--- src/rtl/stt_pkg.sv ---
// Shared types, constants and character classes for the source text tokenizer.
package stt_pkg;

	typedef enum logic [4:0] {
		S_IDLE, S_IDENT, S_ZERO, S_INT, S_INT_DOT, S_FLOAT, S_FLOAT_DOT, S_HEX,
		S_STR, S_CHR, S_COMMENT, S_SLASH, S_DOT1, S_DOT2,
		S_LT, S_GT, S_EQ, S_MINUS, S_BANG, S_AMP, S_BAR
	} scan_state_t;

	typedef struct packed {
		logic [5:0]  lex_kind;
		logic [31:0] start_offset;
		logic [31:0] start_line;
		logic [31:0] start_column;
		logic [31:0] lex_length;
		logic [1:0]  error_code;
		logic        last;
	} result_t;

	typedef struct packed {
		logic idle;
		logic halted;
	} front_status_t;

	localparam int QDEPTH = 4;
	localparam int QPTR_W = 2;
	localparam int QCNT_W = 3;

	localparam logic [1:0] ERR_NONE  = 2'd0;
	localparam logic [1:0] ERR_BYTE  = 2'd1;
	localparam logic [1:0] ERR_UNTERM = 2'd2;
	localparam logic [1:0] ERR_NUMBER = 2'd3;

	localparam logic [5:0] K_IDENT  = 6'd0;
	localparam logic [5:0] K_INT    = 6'd1;
	localparam logic [5:0] K_FLOAT  = 6'd2;
	localparam logic [5:0] K_HEX    = 6'd3;
	localparam logic [5:0] K_STRING = 6'd4;
	localparam logic [5:0] K_CHAR   = 6'd5;
	localparam logic [5:0] K_SLASH  = 6'd33;
	localparam logic [5:0] K_DOT    = 6'd34;
	localparam logic [5:0] K_DOT2   = 6'd35;
	localparam logic [5:0] K_DOT3   = 6'd36;

	localparam logic [7:0] CH_TAB   = 8'd9;
	localparam logic [7:0] CH_LF    = 8'd10;
	localparam logic [7:0] CH_CR    = 8'd13;
	localparam logic [7:0] CH_SPACE = 8'h20;
	localparam logic [7:0] CH_DQ    = 8'h22;
	localparam logic [7:0] CH_SQ    = 8'h27;
	localparam logic [7:0] CH_DOT   = 8'h2e;
	localparam logic [7:0] CH_SL    = 8'h2f;
	localparam logic [7:0] CH_ZERO  = 8'h30;
	localparam logic [7:0] CH_X     = 8'h78;
	localparam logic [7:0] CH_UNDER = 8'h5f;
	localparam logic [7:0] CH_LT    = 8'h3c;
	localparam logic [7:0] CH_GT    = 8'h3e;
	localparam logic [7:0] CH_EQ    = 8'h3d;
	localparam logic [7:0] CH_MINUS = 8'h2d;
	localparam logic [7:0] CH_BANG  = 8'h21;
	localparam logic [7:0] CH_AMP   = 8'h26;
	localparam logic [7:0] CH_BAR   = 8'h7c;

	function automatic logic is_alpha(input logic [7:0] c);
		return (c >= 8'h61 && c <= 8'h7a) || (c >= 8'h41 && c <= 8'h5a);
	endfunction

	function automatic logic is_digit(input logic [7:0] c);
		return c >= 8'h30 && c <= 8'h39;
	endfunction

	function automatic logic is_ident(input logic [7:0] c);
		return c == CH_UNDER || is_alpha(c) || is_digit(c);
	endfunction

	// 0 when the byte is not a one-byte operator
	function automatic logic [5:0] single_kind(input logic [7:0] c);
		logic [5:0] k;
		case (c)
			8'h2b: k = 6'd6;
			8'h2a: k = 6'd7;
			8'h25: k = 6'd8;
			8'h3a: k = 6'd9;
			8'h3b: k = 6'd10;
			8'h2c: k = 6'd11;
			8'h28: k = 6'd12;
			8'h29: k = 6'd13;
			8'h7b: k = 6'd14;
			8'h7d: k = 6'd15;
			8'h5b: k = 6'd16;
			8'h5d: k = 6'd17;
			8'h23: k = 6'd18;
			default: k = 6'd0;
		endcase
		return k;
	endfunction

	function automatic scan_state_t pair_state(input logic [7:0] c);
		scan_state_t s;
		case (c)
			CH_LT:    s = S_LT;
			CH_GT:    s = S_GT;
			CH_EQ:    s = S_EQ;
			CH_MINUS: s = S_MINUS;
			CH_BANG:  s = S_BANG;
			CH_AMP:   s = S_AMP;
			CH_BAR:   s = S_BAR;
			default:  s = S_IDLE;
		endcase
		return s;
	endfunction

	function automatic logic is_pair(input scan_state_t s);
		return s == S_LT || s == S_GT || s == S_EQ || s == S_MINUS ||
			s == S_BANG || s == S_AMP || s == S_BAR;
	endfunction

	function automatic logic [7:0] pair_second(input scan_state_t s);
		logic [7:0] c;
		case (s)
			S_MINUS: c = CH_GT;
			S_AMP:   c = CH_AMP;
			S_BAR:   c = CH_BAR;
			default: c = CH_EQ;
		endcase
		return c;
	endfunction

	function automatic logic [5:0] pair_kind(input scan_state_t s);
		logic [5:0] k;
		case (s)
			S_LT:    k = 6'd19;
			S_GT:    k = 6'd21;
			S_EQ:    k = 6'd23;
			S_MINUS: k = 6'd25;
			S_BANG:  k = 6'd27;
			S_AMP:   k = 6'd29;
			S_BAR:   k = 6'd31;
			default: k = 6'd0;
		endcase
		return k;
	endfunction

endpackage

--- src/rtl/stt_front.sv ---
// Scanner front end: one byte per cycle while accept is high, state update and up to two results.
module stt_front import stt_pkg::*; #(
	parameter int POSITION_WIDTH = 32
) (
	input  logic          clk,
	input  logic          arst_n,
	input  logic          accept,
	input  logic          mode,
	input  logic [7:0]    char_code,
	output logic [1:0]    res_cnt,
	output result_t       res0,
	output result_t       res1,
	output front_status_t status
);

	localparam int P = POSITION_WIDTH;
	localparam logic [P-1:0] POS_MAX = {P{1'b1}};
	localparam logic [P-1:0] POS_ONE = {{(P-1){1'b0}}, 1'b1};
	localparam logic [P-1:0] POS_TWO = {{(P-2){1'b0}}, 2'b10};
	localparam logic [P-1:0] POS_THREE = {{(P-2){1'b0}}, 2'b11};

	typedef struct packed {
		logic         v;
		logic [5:0]   kind;
		logic [1:0]   err;
		logic [P-1:0] o;
		logic [P-1:0] l;
		logic [P-1:0] c;
		logic [P-1:0] len;
	} emit_t;

	function automatic logic [P-1:0] sat_inc(input logic [P-1:0] x);
		return (x == POS_MAX) ? POS_MAX : x + POS_ONE;
	endfunction

	function automatic logic [P-1:0] sat_add(input logic [P-1:0] a, input logic [P-1:0] b);
		logic [P:0] s;
		s = {1'b0, a} + {1'b0, b};
		return s[P] ? POS_MAX : s[P-1:0];
	endfunction

	function automatic result_t to_res(input emit_t e, input logic lst);
		result_t r;
		r.lex_kind     = e.kind;
		r.start_offset = 32'(e.o);
		r.start_line   = 32'(e.l);
		r.start_column = 32'(e.c);
		r.lex_length   = 32'(e.len);
		r.error_code   = e.err;
		r.last         = lst;
		return r;
	endfunction

	scan_state_t st_q, st_n;
	logic [P-1:0] tso_q, tsl_q, tsc_q, tlen_q, co_q, cl_q, cc_q;
	logic [P-1:0] tso_n, tsl_n, tsc_n, tlen_n, co_n, cl_n, cc_n;
	logic halted_q, halted_n;

	emit_t ea, eb;
	scan_state_t s;
	logic again, after, hlt;
	logic [P-1:0] body;

	always_ff @(posedge clk or negedge arst_n) begin
		if (!arst_n) begin
			st_q     <= S_IDLE;
			tso_q    <= '0;
			tsl_q    <= POS_ONE;
			tsc_q    <= '0;
			tlen_q   <= '0;
			co_q     <= '0;
			cl_q     <= POS_ONE;
			cc_q     <= '0;
			halted_q <= 1'b0;
		end else begin
			st_q     <= st_n;
			tso_q    <= tso_n;
			tsl_q    <= tsl_n;
			tsc_q    <= tsc_n;
			tlen_q   <= tlen_n;
			co_q     <= co_n;
			cl_q     <= cl_n;
			cc_q     <= cc_n;
			halted_q <= halted_n;
		end
	end

	always_comb begin
		st_n = st_q;
		tso_n = tso_q; tsl_n = tsl_q; tsc_n = tsc_q; tlen_n = tlen_q;
		co_n = co_q; cl_n = cl_q; cc_n = cc_q;
		halted_n = halted_q;
		ea = '0;
		eb = '0;
		s = st_q;
		again = 1'b0;
		after = 1'b0;
		hlt = 1'b0;
		body = '0;
		// token emit from the start registers by default
		ea.o = tso_q; ea.l = tsl_q; ea.c = tsc_q; ea.len = tlen_q;
		eb.o = co_q; eb.l = cl_q; eb.c = cc_q;
		if (accept && mode) begin
			if (!halted_q) begin
				case (st_q)
					S_IDENT: begin ea.v = 1'b1; ea.kind = K_IDENT; end
					S_ZERO, S_INT: begin ea.v = 1'b1; ea.kind = K_INT; end
					S_INT_DOT, S_FLOAT: begin ea.v = 1'b1; ea.kind = K_FLOAT; end
					S_FLOAT_DOT: begin
						ea.v = 1'b1; ea.err = ERR_NUMBER; ea.len = '0;
						ea.o = co_q; ea.l = cl_q; ea.c = cc_q;
					end
					S_HEX: begin
						ea.v = 1'b1;
						if (tlen_q == '0) begin
							ea.err = ERR_NUMBER; ea.o = co_q; ea.l = cl_q; ea.c = cc_q;
						end else begin
							ea.kind = K_HEX;
						end
					end
					S_STR, S_CHR: begin
						ea.v = 1'b1; ea.err = ERR_UNTERM; ea.len = '0;
						ea.o = co_q; ea.l = cl_q; ea.c = cc_q;
					end
					S_SLASH: begin ea.v = 1'b1; ea.kind = K_SLASH; ea.len = POS_ONE; end
					S_DOT1: begin ea.v = 1'b1; ea.kind = K_DOT; ea.len = POS_ONE; end
					S_DOT2: begin ea.v = 1'b1; ea.kind = K_DOT2; ea.len = POS_TWO; end
					default: begin
						if (is_pair(st_q)) begin
							ea.v = 1'b1; ea.kind = pair_kind(st_q); ea.len = POS_ONE;
						end
					end
				endcase
			end
			st_n = S_IDLE;
			tso_n = '0; tsl_n = POS_ONE; tsc_n = '0; tlen_n = '0;
			co_n = '0; cl_n = POS_ONE; cc_n = '0;
			halted_n = 1'b0;
		end else if (accept && !halted_q) begin
			// states that only hand the byte on without emitting
			if (s == S_ZERO && char_code != CH_X) s = S_INT;
			if (s == S_INT_DOT && char_code != CH_DOT) s = S_FLOAT;
			st_n = s;
			case (s)
				S_IDLE: again = 1'b1;
				S_IDENT: begin
					if (is_ident(char_code)) tlen_n = sat_inc(tlen_q);
					else begin ea.v = 1'b1; ea.kind = K_IDENT; again = 1'b1; end
				end
				S_ZERO: begin st_n = S_HEX; tlen_n = '0; after = 1'b1; end
				S_INT, S_FLOAT: begin
					if (is_digit(char_code)) tlen_n = sat_inc(tlen_q);
					else if (char_code == CH_DOT) begin
						tlen_n = sat_inc(tlen_q);
						st_n = (s == S_INT) ? S_INT_DOT : S_FLOAT_DOT;
					end else begin
						ea.v = 1'b1; ea.kind = (s == S_INT) ? K_INT : K_FLOAT;
						again = 1'b1;
					end
				end
				S_INT_DOT, S_FLOAT_DOT: begin
					if (char_code == CH_DOT) begin
						body = (tlen_q == '0) ? '0 : tlen_q - POS_ONE;
						ea.v = 1'b1; ea.kind = (s == S_INT_DOT) ? K_INT : K_FLOAT;
						ea.len = body;
						tso_n = sat_add(tso_q, body);
						tsc_n = sat_add(tsc_q, body);
						tlen_n = POS_TWO;
						st_n = S_DOT2;
					end else begin
						ea.v = 1'b1; ea.err = ERR_NUMBER; ea.len = '0;
						ea.o = co_q; ea.l = cl_q; ea.c = cc_q;
						hlt = 1'b1;
					end
				end
				S_HEX: begin
					if (is_alpha(char_code) || is_digit(char_code)) tlen_n = sat_inc(tlen_q);
					else if (tlen_q == '0) begin
						ea.v = 1'b1; ea.err = ERR_NUMBER; ea.len = '0;
						ea.o = co_q; ea.l = cl_q; ea.c = cc_q;
						hlt = 1'b1;
					end else begin
						ea.v = 1'b1; ea.kind = K_HEX; again = 1'b1;
					end
				end
				S_STR, S_CHR: begin
					if (char_code == ((s == S_STR) ? CH_DQ : CH_SQ)) begin
						ea.v = 1'b1; ea.kind = (s == S_STR) ? K_STRING : K_CHAR;
						st_n = S_IDLE;
					end else tlen_n = sat_inc(tlen_q);
				end
				S_COMMENT: if (char_code == CH_LF) st_n = S_IDLE;
				S_SLASH: begin
					if (char_code == CH_SL) st_n = S_COMMENT;
					else begin
						ea.v = 1'b1; ea.kind = K_SLASH; ea.len = POS_ONE; again = 1'b1;
					end
				end
				S_DOT1: begin
					if (char_code == CH_DOT) st_n = S_DOT2;
					else begin
						ea.v = 1'b1; ea.kind = K_DOT; ea.len = POS_ONE; again = 1'b1;
					end
				end
				S_DOT2: begin
					ea.v = 1'b1;
					st_n = S_IDLE;
					if (char_code == CH_DOT) begin
						ea.kind = K_DOT3; ea.len = POS_THREE;
					end else begin
						ea.kind = K_DOT2; ea.len = POS_TWO; again = 1'b1;
					end
				end
				default: begin
					if (char_code == pair_second(s)) begin
						ea.v = 1'b1; ea.kind = pair_kind(s) + 6'd1; ea.len = POS_TWO;
						st_n = S_IDLE;
					end else begin
						ea.v = 1'b1; ea.kind = pair_kind(s); ea.len = POS_ONE;
						again = 1'b1;
					end
				end
			endcase
			// byte seen again from the idle state
			if (again) begin
				st_n = S_IDLE;
				if (char_code == CH_SPACE || char_code == CH_TAB ||
					char_code == CH_LF || char_code == CH_CR) begin
					st_n = S_IDLE;
				end else if (single_kind(char_code) != 6'd0) begin
					eb.v = 1'b1; eb.kind = single_kind(char_code); eb.len = POS_ONE;
				end else begin
					tso_n = co_q; tsl_n = cl_q; tsc_n = cc_q;
					tlen_n = POS_ONE;
					if (pair_state(char_code) != S_IDLE) st_n = pair_state(char_code);
					else if (char_code == CH_SL) st_n = S_SLASH;
					else if (char_code == CH_DOT) st_n = S_DOT1;
					else if (char_code == CH_DQ || char_code == CH_SQ) begin
						st_n = (char_code == CH_DQ) ? S_STR : S_CHR;
						tlen_n = '0;
						after = 1'b1;
					end
					else if (char_code == CH_UNDER || is_alpha(char_code)) st_n = S_IDENT;
					else if (char_code == CH_ZERO) st_n = S_ZERO;
					else if (is_digit(char_code)) st_n = S_INT;
					else begin
						eb.v = 1'b1; eb.err = ERR_BYTE; eb.len = '0;
						hlt = 1'b1;
					end
				end
			end
			if (hlt) halted_n = 1'b1;
			else begin
				co_n = sat_inc(co_q);
				if (char_code == CH_LF) begin
					cl_n = sat_inc(cl_q); cc_n = '0;
				end else cc_n = sat_inc(cc_q);
				if (after) begin
					tso_n = co_n; tsl_n = cl_n; tsc_n = cc_n;
				end
			end
		end
	end

	always_comb begin
		res_cnt = {1'b0, ea.v} + {1'b0, eb.v};
		if (ea.v) begin
			res0 = to_res(ea, !eb.v);
			res1 = to_res(eb, 1'b1);
		end else begin
			res0 = to_res(eb, 1'b1);
			res1 = to_res(eb, 1'b1);
		end
	end

	assign status.idle   = (st_q == S_IDLE);
	assign status.halted = halted_q;

endmodule

--- src/rtl/stt_queue.sv ---
// Result queue: takes up to two results a cycle, delivers one.
module stt_queue import stt_pkg::*; (
	input  logic              clk,
	input  logic              arst_n,
	input  logic [1:0]        wr_cnt,
	input  result_t           wr0,
	input  result_t           wr1,
	input  logic              pop,
	output logic              empty,
	output logic              full,
	output result_t           rd,
	output logic [QCNT_W-1:0] count
);

	result_t mem_q [QDEPTH];
	logic [QPTR_W-1:0] wp_q, rp_q;
	logic [QCNT_W-1:0] cnt_q;
	logic do_pop;

	assign do_pop = pop && (cnt_q != '0);

	always_ff @(posedge clk or negedge arst_n) begin
		if (!arst_n) begin
			wp_q  <= '0;
			rp_q  <= '0;
			cnt_q <= '0;
		end else begin
			wp_q  <= wp_q + QPTR_W'(wr_cnt);
			rp_q  <= rp_q + QPTR_W'(do_pop);
			cnt_q <= cnt_q + QCNT_W'(wr_cnt) - QCNT_W'(do_pop);
		end
	end

	always_ff @(posedge clk) begin
		if (wr_cnt != 2'd0) mem_q[wp_q] <= wr0;
		if (wr_cnt == 2'd2) mem_q[wp_q + QPTR_W'(1)] <= wr1;
	end

	assign rd    = mem_q[rp_q];
	assign empty = (cnt_q == '0);
	// room for the two results one byte may cause
	assign full  = (cnt_q > QCNT_W'(QDEPTH - 2));
	assign count = cnt_q;

endmodule

--- src/rtl/source_text_tokenizer.sv ---
// Top level of the streaming source text tokenizer.
// Takes one text byte (or an end-of-text marker) per cycle and gives tokens with
// kind, start position and length through a four-entry result queue. The scanner
// handles each byte as it is accepted, updates its state and may produce up to
// two results; the scanner stalls (full) only when the queue holds three or more
// results, i.e. lacks room for two. Bytes go in back to back at one per cycle as
// long as results are popped at least as fast as they are made; the output side
// delivers one result per cycle, so a run of bytes that each make two results
// is held to that pace. A byte's results are written to the queue as the byte is
// accepted and can be popped in the next cycle, the second behind the first.
module source_text_tokenizer import stt_pkg::*; #(
	parameter int POSITION_WIDTH = 32
) (
	input  logic        clk,
	input  logic        arst_n,
	input  logic        push,
	output logic        full,
	input  logic        mode,
	input  logic [7:0]  char_code,
	output logic        empty,
	input  logic        pop,
	output logic [5:0]  lex_kind,
	output logic [31:0] start_offset,
	output logic [31:0] start_line,
	output logic [31:0] start_column,
	output logic [31:0] lex_length,
	output logic [1:0]  error_code,
	output logic        last
);

	logic accept;
	logic [1:0] res_cnt;
	result_t res0, res1, rd;
	front_status_t fe_status;
	logic [QCNT_W-1:0] q_count;

	assign accept = push && !full;

	stt_front #(.POSITION_WIDTH(POSITION_WIDTH)) u_front (
		.clk       (clk),
		.arst_n    (arst_n),
		.accept    (accept),
		.mode      (mode),
		.char_code (char_code),
		.res_cnt   (res_cnt),
		.res0      (res0),
		.res1      (res1),
		.status    (fe_status)
	);

	stt_queue u_queue (
		.clk    (clk),
		.arst_n (arst_n),
		.wr_cnt (res_cnt),
		.wr0    (res0),
		.wr1    (res1),
		.pop    (pop),
		.empty  (empty),
		.full   (full),
		.rd     (rd),
		.count  (q_count)
	);

	assign lex_kind     = rd.lex_kind;
	assign start_offset = rd.start_offset;
	assign start_line   = rd.start_line;
	assign start_column = rd.start_column;
	assign lex_length   = rd.lex_length;
	assign error_code   = rd.error_code;
	assign last         = rd.last;

`ifndef SYNTH
	a_eot_restart: assert property (@(posedge clk) disable iff (!arst_n)
		accept && mode |=> fe_status.idle && !fe_status.halted)
		else $error("scanner not restarted after end of text");

	a_halted_silent: assert property (@(posedge clk) disable iff (!arst_n)
		fe_status.halted && !(accept && mode) |-> res_cnt == 2'd0)
		else $error("results produced while halted");

	a_queue_bound: assert property (@(posedge clk) disable iff (!arst_n)
		q_count <= QCNT_W'(QDEPTH))
		else $error("result queue overflow");
`endif

endmodule

--- config.mk ---
export PLATFORM = sky130hd
export DESIGN_NAME = source_text_tokenizer
export DESIGN_NICKNAME = d
export VERILOG_FILES = /design/src/rtl/stt_pkg.sv /design/src/rtl/stt_front.sv /design/src/rtl/stt_queue.sv /design/src/rtl/source_text_tokenizer.sv
export SDC_FILE = /design/constraint.sdc
export NUM_CORES = 2
export LEC_CHECK = 0
export BUFFER_PORTS_ARGS = -buffer_cell sky130_fd_sc_hd__buf_2
export CAP_MARGIN = 20
export CORE_ASPECT_RATIO = 0.7
export CORE_UTILIZATION = 59
export CTS_BUF_LIST = sky130_fd_sc_hd__clkbuf_8
export DETAILED_ROUTE_END_ITERATION = 8
export PLACE_DENSITY = 0.81
export SKIP_LAST_GASP = 1
export SYNTH_ARGS = -nofsm -noshare
export SYNTH_HDL_FRONTEND = slang
export SYNTH_SLANG_ARGS = --single-unit
--- constraint.sdc ---
create_clock -name clk -period 6.4 [get_ports clk]
set_input_delay 0 -clock clk [delete_from_list [all_inputs] [get_ports clk]]
set_output_delay 0 -clock clk [all_outputs]
set_load 0.02 [all_outputs]
==> results.md <==
- Via Count: 39682
- CP max FO: 30
- Post-DR vias/cell: 7.22
- Slew @ Worst Pin: 1.24 ns
- Min Tclk post-route: 5.65 ns
- Cells resized by post-CTS repair: 0
- Synth area leaders: edfxtp_1 (27%), dfrtp_1 (13%), a22o_1 (10%)
- Largest family of logic cells by synthesized area: compound AO/OA/AOI/OAI gates
- DR DRC count: 0
- Root buffer cell: clkbuf_8
- Initial antenna violation count: 1
- Fin. Hold Viols: 0
- Row Count: 84
- Syn nets: 4528
- Worst min path class: in2reg
- WP data arrival: 6.31 ns
- Die Ht: 234 um
- Max VDD drop: 374 uV
- Die W: 334 um
- Fmax: 177 MHz
- Synth Warn #: 0
- Final Skew: 0.0491 ns
- Layout area overhead: 9.08%
- Total CTS buffers: 117
- Crit path launch type: flip-flop
- CTS clock-pin slew for the worst setup and hold paths: 0.07 ns
- Antenna-violating nets left: 0
- Pwr dens: 302 nW/um^2
- Xor and xnor fraction of the mapped netlist area: 0.0277
- MaxCap Viol Count: 0
- Setup crit end kind: flip-flop
- Post-synth EDFFs: 412
- CTS Buffer Depth: 3
- Fin crit share: 0.882
- Post-synthesis register bit count: 785
- # H-tree levels: 3
- Async set-or-reset flop fraction in the synthesized netlist: 0.302
- Fill cell count: 5918
- # clock sinks: 785
- Final nets: 4499
- Crit Path Class: reg2reg
- Drt wl/cell: 27.5 um
- First-pass GRT wire length: 227000 um
- Commonest non-fill, non-tap cell in the layout: a22o_1
- Setup TNS: 0 ns
- Final Worst Setup Slack: 0.753 ns
- Syn Area/Cell: 10.3 sq um
- Data required, critical path: 7.06 ns
- 1st-iter DRT viols: 6249
- Largest net degree at the start of global routing: 139
- # diodes: 0
- # setup viols final: 0
- Starting Density: 0.601
- Worst slew margin: 0.162
- Vias in the first global route: 36937
- Register area share after synthesis: 0.462
- Static leakage: 0.0196 uW
- Hold Slack: 0.0780 ns
- Final HPWL DP: 99900 um
- Post-synth top area share: 0.272
- Clock latency on the worst-skew pair: 0.80 ns
- GRT overflow: 0
- GPL Wtd Cong: 1.05
- Outcome: finished, final reports clean
- Compound-Gate Fraction of Synth Area: 0.243
- Mapped Area: 45500 sq um
- Die area: 78200 sq um
- Port Buffers: 151
- Most frequent cells in the layout: a22o_1 (518), edfxtp_1 (412), nand2_1 (402), o21ai_0 (366), nor2_1 (274)
- Unique masters post-synth: 104
- Mapped Cells: 4435
- Share of layout cells above drive strength 1: 0.144
- Gr usage total: 0.380
- Post-synthesis adder-cell area fraction: 0.0225
- Fraction of synthesized area in multiplexers: 0.0730
- Core Box Area: 75700 sq um
- Post-Route WL: 151000 um
- TritonCTS clock tree: yes
- Pre-CTS WS: 0.984 ns
- Io pins: 152
- Final Max Slew Viols: 0
- Top FF cell, synth: edfxtp_1
- Yosys top cell by area: edfxtp_1
- Simple-gate share of the synthesized area: 0.126
- RSZ-0062 raised after global routing: no
- Router iterations before antenna repair: 7
critical path: stages (launching register included):
cell and delay [ns]:
dfrtp_1 0.64, inv_1 0.13, ha_1 0.29, nand2b_1 0.21, nor2_1 0.15, and4_1 0.25, buf_4 0.25, nor2_1 0.69
ha_1 0.43, and3_1 0.24, and2_1 0.19, a221oi_1 0.36, nand3_1 0.27, a31oi_1 0.39, o211ai_1 0.12, buf_4 0.27
o221ai_1 0.21, a21oi_1 0.10, a221o_1 0.29
layer usage:
metal | global-route usage | part of all wire | up-vias
li1 | - | - | 16992
met1 | 0.544 | 0.40 | 19357
met2 | 0.542 | 0.42 | 2944
met3 | 0.112 | 0.14 | 387
met4 | 0.153 | 0.041 | 2
met5 | 0 | 0.000073 | -
what timing repair did:
item / CTS / global route
endpoints found under the setup margin: 0 / 0
hold endpoints to repair: 117 / 0
hold buffers: 20 / 0
buffers inserted: 0 / 0
path summary, 6_finish.rpt:
check / startpoint / to / slack, ns / cells past startpoint
min reg2reg: u_queue.mem_q[1][24]$_SDFFE_PP0P_ / u_queue.mem_q[1][24]$_SDFFE_PP0P_ / 0.45 / 2
max in group asynchronous: arst_n / u_front.co_q[2]$_DFFE_PN0P_ / 5.20 / 4
min: char_code[3] / u_queue.mem_q[1][134]$_DFFE_PP_ / 0.08 / 4
max reg2reg: u_front.tlen_q[0]$_DFFE_PN0P_ / u_front.tsc_q[6]$_DFFE_PN0P_ / 0.75 / 18
min in group asynchronous: arst_n / u_front.tlen_q[28]$_DFFE_PN0P_ / 0.44 / 4
max: u_front.tlen_q[0]$_DFFE_PN0P_ / u_front.tsc_q[6]$_DFFE_PN0P_ / 0.75 / 18
per-stage QoR:
| stage | instance area, sq um | std cells | utilization | total power (uW) |
|---|---|---|---|---|
| 6_report | 49600 | 5497 | 0.656 | 15000 |
| 5_1_grt | 49600 | 5497 | 0.656 | 15500 |
| 4_1_cts | 49600 | 5496 | 0.656 | 14900 |
| 3_5_place_dp | 47000 | 5255 | 0.621 | 10600 |
| 3_3_place_gp | 47000 | 5254 | 0.620 | 10600 |
| 2_1_floorplan | 45500 | 4435 | - | 8980 |
kinds of logic after synthesis:
logic type / Yosys count
AOI/OAI and AO/OA: 1573
xor gates and xnor gates: 144
adders and majority gates: 80
buffers and inverters: 499
DFF: 785
muxes: 160
and+or+nand+nor: 1194
where the power goes:
part / total [uW] / internal (uW) / switching (uW)
clock network: 4290 / 2200 / 2090
logic: 4940 / 1660 / 3280
registers: 5740 / 5460 / 282
total: 15000 / 9330 / 5640
layout make-up:
class / instances / area, sq um / area share
sequential: 785 / 21000 / 0.424
clock inverter: 88 / 602 / 0.0121
multi-input combinational: 3151 / 22500 / 0.454
clock buffer: 133 / 1830 / 0.0369
timing repair buffer: 285 / 2130 / 0.0429
tap: 989 / 1240 / 0.0249
inverter: 66 / 258 / 0.00519
registers in the layout (all words and copies together) (netlist names):
register and cells:
u_queue.mem_q 548, u_front.cc_q 32, u_front.cl_q 32, u_front.co_q 32
u_front.tlen_q 32, u_front.tsc_q 32, u_front.tsl_q 32, u_front.tso_q 32
u_front.st_q 5, u_queue.count 3, u_queue.rp_q 2, u_queue.wp_q 2
u_front.halted_q 1
synthesized netlist by cell type (32+ instances only):
library cell / number
a21o_1: 54
a21oi_1: 243
a22o_1: 518
a31oi_1: 41
and2_1: 32
and3_1: 56
buf_1: 35
buf_2: 102
clkbuf_1: 279
dfrtp_1: 235
dfxtp_1: 136
edfxtp_1: 412
ha_1: 77
inv_1: 66
mux4_2: 137
nand2_1: 403
nand3_1: 117
nand4_1: 34
nor2_1: 277
nor3_1: 92
o21ai_0: 366
o221ai_1: 38
o22ai_1: 54
xnor2_1: 90
xor2_1: 54
Note: power is estimated with default switching activity, not from simulation.
